### config.mk
export PLATFORM = sky130hd
export DESIGN_NAME = lad_cell
export DESIGN_NICKNAME = d
export VERILOG_FILES = /design/src/rtl/core/local_alignment_path_dp_defines.svh /design/src/rtl/core/lad_pkg.sv /design/src/rtl/core/lad_cell.sv
export SDC_FILE = /design/constraint.sdc
export NUM_CORES = 1
export LEC_CHECK = 0
export ABC_CLOCK_PERIOD_IN_PS = 2300
export CORE_UTILIZATION = 35
export CTS_CLUSTER_DIAMETER = 120
export DETAILED_ROUTE_END_ITERATION = 10
export DONT_BUFFER_PORTS = 1
export SYNTH_ARGS = -nofsm -noshare
export SYNTH_HDL_FRONTEND = slang
export SYNTH_SLANG_ARGS = --single-unit
### constraint.sdc
create_clock -name i_clk -period 2.3 [get_ports i_clk]
set_clock_uncertainty 0.05 [all_clocks]
set_input_delay 0.23 -clock i_clk [delete_from_list [all_inputs] [get_ports i_clk]]
set_output_delay 0.23 -clock i_clk [all_outputs]
set_load 0.01 [all_outputs]
### src/rtl/core/local_alignment_path_dp_defines.svh
// Assertion macros for the local alignment path block.
// Used by files that carry concurrent checks; needs i_clk and i_rst_n in scope.
`ifndef LOCAL_ALIGNMENT_PATH_DP_DEFINES_SVH
`define LOCAL_ALIGNMENT_PATH_DP_DEFINES_SVH

// Same-cycle implication, idle during reset.
`define LAD_ASSERT_IMP(lbl, a, c, msg) \
    lbl: assert property (@(posedge i_clk) disable iff (!i_rst_n) (a) |-> (c)) else $error(msg);

// Next-cycle implication, idle during reset.
`define LAD_ASSERT_NXT(lbl, a, c, msg) \
    lbl: assert property (@(posedge i_clk) disable iff (!i_rst_n) (a) |=> (c)) else $error(msg);

`endif

### src/rtl/core/lad_pkg.sv
// Shared constants for the local alignment path block.
// No dependencies.
package lad_pkg;

    localparam logic signed [31:0] NEG_ONE = -32'sd256;   // -1.0 in Q8.8
    localparam logic signed [31:0] THRESH  = 32'sd25;     // 0.1 in Q8.8, rounded down

    localparam logic OP_LOAD = 1'b0;
    localparam logic OP_RUN  = 1'b1;

    localparam logic CFG_LEN_A = 1'b0;
    localparam logic CFG_LEN_B = 1'b1;

endpackage

### src/rtl/core/lad_cell.sv
// One column cell of the rotating column-state chain.
// Depends on lad_pkg for the clear value.
module lad_cell #(
    parameter int PW = 7
) (
    input  logic                 i_clk,
    input  logic                 i_clear,
    input  logic                 i_shift,
    input  logic                 i_take_push,
    input  logic signed [31:0]   i_nb_dp,
    input  logic signed [31:0]   i_nb_cm,
    input  logic [PW-1:0]        i_nb_cmr,
    input  logic signed [31:0]   i_push_dp,
    input  logic signed [31:0]   i_push_cm,
    input  logic [PW-1:0]        i_push_cmr,
    output logic signed [31:0]   o_dp,
    output logic signed [31:0]   o_cm,
    output logic [PW-1:0]        o_cmr
);

    logic signed [31:0] r_dp;
    logic signed [31:0] r_cm;
    logic [PW-1:0]      r_cmr;

    always_ff @(posedge i_clk) begin
        if (i_clear) begin
            r_dp  <= lad_pkg::NEG_ONE;
            r_cm  <= lad_pkg::NEG_ONE;
            r_cmr <= '0;
        end else if (i_shift) begin
            if (i_take_push) begin
                r_dp  <= i_push_dp;
                r_cm  <= i_push_cm;
                r_cmr <= i_push_cmr;
            end else begin
                r_dp  <= i_nb_dp;
                r_cm  <= i_nb_cm;
                r_cmr <= i_nb_cmr;
            end
        end
    end

    assign o_dp  = r_dp;
    assign o_cm  = r_cm;
    assign o_cmr = r_cmr;

endmodule

==> flow_summary.ini <==
[placed_design]
dp_hpwl_microns = 4734
dp_slack_ns = 1.150
port_buffers = 0
place.gp.congestion = 0.7445

[floorplan]
initial_utilization_pct = 36.60
core_sq_mm = 0.008806
rows = 34
pin_count = 217
die_area_sq_mm = 0.009596
fp.dieW_microns = 97.96
fp.dieH_microns = 97.96

[synth]
syn_avg_cell_area_sq_um = 10.20
synthTopCellsByArea = dfxtp_1, mux2i_1, a211oi_2
synth_top_area_cell = dfxtp_1
synthArstFlopShare_pct = 0
synthCells = 316
syn_nets = 462
synthDistinctLibCells = 14
ys_warn_count = 0
ys_seq_area_share_pct = 44.10
synth_area_sq_mm = 0.003223
synth-edff-count = 0
ys_seq_elements = 71
synth_top_flop_cell = dfxtp_1
synth.top_cell.area_share_pct = 44.10
synthTopCellsByCount = dfxtp_1, mux2i_1, a21oi_1, nor3_1, nor2_1

[power]
seqPwrFrac_pct = 51.8
netSwitchingFraction_pct = 24.12
leakagePower_nw = 1.333
power_frac_clock_pct = 39.3
internal_power_mw = 2.078
power.density_mw_per_mm2 = 792.0
totalPowerFinal_mw = 2.738
switchingPower_mw = 0.6604
irDropWorstVdd_v = 0.0002742
pwr-share-comb_pct = 8.9

[critical_path]
cp_max_fo = 2
crit_path_cell_trace = nor2_1 > a211oi_2 > dlygate4sd3_1
timing.critical_path.buf_inv = 1
path_delay_family = buffers and inverters
ff2ff_path_depth = 3
r2r_slack_ns = 0.97
start_kind = flip-flop
slowest_stage = dlygate4sd3_1
cp.required_ns = 2.52
max_stage_delay_ns = 0.57
regToRegEndpoint = o_cmr[0]$_SDFFE_PP0P_
r2r_start = o_cmr[0]$_SDFFE_PP0P_
crit_start = o_cmr[0]$_SDFFE_PP0P_
cp-end-kind = flip-flop
path_class = flip-flop to flip-flop
cp.arrival_ns = 1.55

[sta]
worst-slew-pin-transition_ns = 0.5792
slew_violations = 0
rsz0062_at_grt = false
fin_setup_tns_ns = 0
layout_setup_ws_ns = 0.9734
max_freq_mhz = 753.8
relSlewSlack_pct = 61.26
hold_viol_final = 0
post-route-period-util_pct = 57.68
setup_viol = 0
period_needed_ns = 1.327

[cts]
clk-insertion-delay-late_ns = 0.33
cts.clk_slew.worst_paths_ns = 0.07
cts_htree_levels = 3
cts_resized = 0
cts_buffer_depth = 2
cts_made_buffers = 9
clock_sinks = 71
cts_setup_buffers = 0
cts_tree = done
cts_root_buf = clkbuf_8

[run]
drv_cap = 0

[worst_hold_path]
min_path_cells = 2
hp-class = primary input to flip-flop
min_from = i_clear
whs_endpoint = o_cm[31]$_SDFFE_PP1P_

[drt]
avgRoutedWirePerCell_microns = 19.07
drt_wl_total_microns = 7951
drc = 18
first_pass_iters = 7
vias = 2364
drtIter0Drc = 62
drt-vias-per-instance = 5.669
ant_nets = 0

[outcome]
violations = design-rule violations
status = complete, but fails checks

[layout]
fin_nets = 451
drive_above_1_share_pct = 12.94
seqCellArea_sq_mm = 0.001421
nFillCells = 865
multi_input_area_sq_mm = 0.001574
diodes = 0
area_growth_pct = 7.259

[global_route]
grt_max_degree = 74
grt_first_pass_wirelength_microns = 11720
grtUsageTotal_pct = 15.79
antenna_found_initial = 0
gr-total-overflow = 0
first_global_vias = 2271
[layout by cell type, fill, tap and decap left out]
cell type | Yosys | layout
mux2i_1 | 71 | 71
dfxtp_1 | 71 | 71
nor3_1 | 48 | 48
a21oi_1 | 48 | 48
nor2_1 | 23 | 23
a211oi_2 | 22 | 22
clkbuf_8 | 0 | 10
dlygate4sd3_1 | 0 | 6
clkinv_2 | 0 | 2
bufinv_16 | 0 | 2
nor2b_4 | 0 | 1
a211oi_1 | 1 | 1
clkbuf_1 | 5 | 1
buf_16 | 0 | 1
buf_12 | 3 | 1
buf_4 | 4 | 1
[cells by family after synthesis]
logic type	share of synthesized area, %
AO/OA/AOI/OAI	16.23
multiplexers	22.05
AND/OR/NAND/NOR	10.40
flip-flops	44.10
buffers and inverters	7.221
[registers in the layout, indices dropped and copies added, names as in the netlist]
name / count
o_cm: 32
o_dp: 32
o_cmr: 7
[per-stage QoR]
step | utilization [%] | instance area (sq um) | hold WS (ns) | instances
final | 39.26 | 3457 | 0.01698 | 417
after global placement | 35.64 | 3138 | 0.2599 | 394
after detailed placement | 35.64 | 3138 | 0.2631 | 394
after floorplan | - | 3223 | 0.3596 | 316
after global routing | 39.26 | 3457 | 0.0005390 | 417
after CTS | 39.03 | 3437 | 0.0004179 | 415
[how the worst max path moves through the flow]
stage,endpoint,cells past startpoint
CTS,o_cmr[0]$_SDFFE_PP0P_,3
global route,o_cmr[0]$_SDFFE_PP0P_,3
global placement,o_dp[20]$_SDFFE_PP1P_,3
finish,o_cmr[0]$_SDFFE_PP0P_,3
detailed placement,o_dp[19]$_SDFFE_PP1P_,3
floorplan,o_cm[30]$_SDFFE_PP1P_,5
[power by group through the flow]
stage | Combinational, mW | Clock [mW] | Sequential (mW)
finish | 0.244 | 1.08 | 1.42
global route | 0.273 | 1.18 | 1.43
CTS | 0.245 | 1.12 | 1.42
detailed placement | 0.198 | 0 | 1.45
global placement | 0.189 | 0 | 1.45
floorplan | 0.266 | 0 | 1.43
[layout make-up]
type                       count  share of cell area, %
multi-input combinational    214                  45.53
timing repair buffer           9                  3.330
tap                          108                  3.909
clock inverter                 4                  2.027
clock buffer                  11                  4.090
sequential                    71                  41.11
[routing by layer]
metal	wire length (microns)	global-route usage [%]	vias to the layer above
met5	0	0	-
met4	78	4.895	0
met3	870	5.655	8
met2	3938	27.95	162
met1	3063	17.62	1070
li1	-	-	1124
[timing repair]
action                                  in CTS  in global routing
hold buffers                                 6                  2
hold endpoints to repair                    52                  3
endpoints found under the setup margin       0                  0
Power figures use the tool's default switching activity.
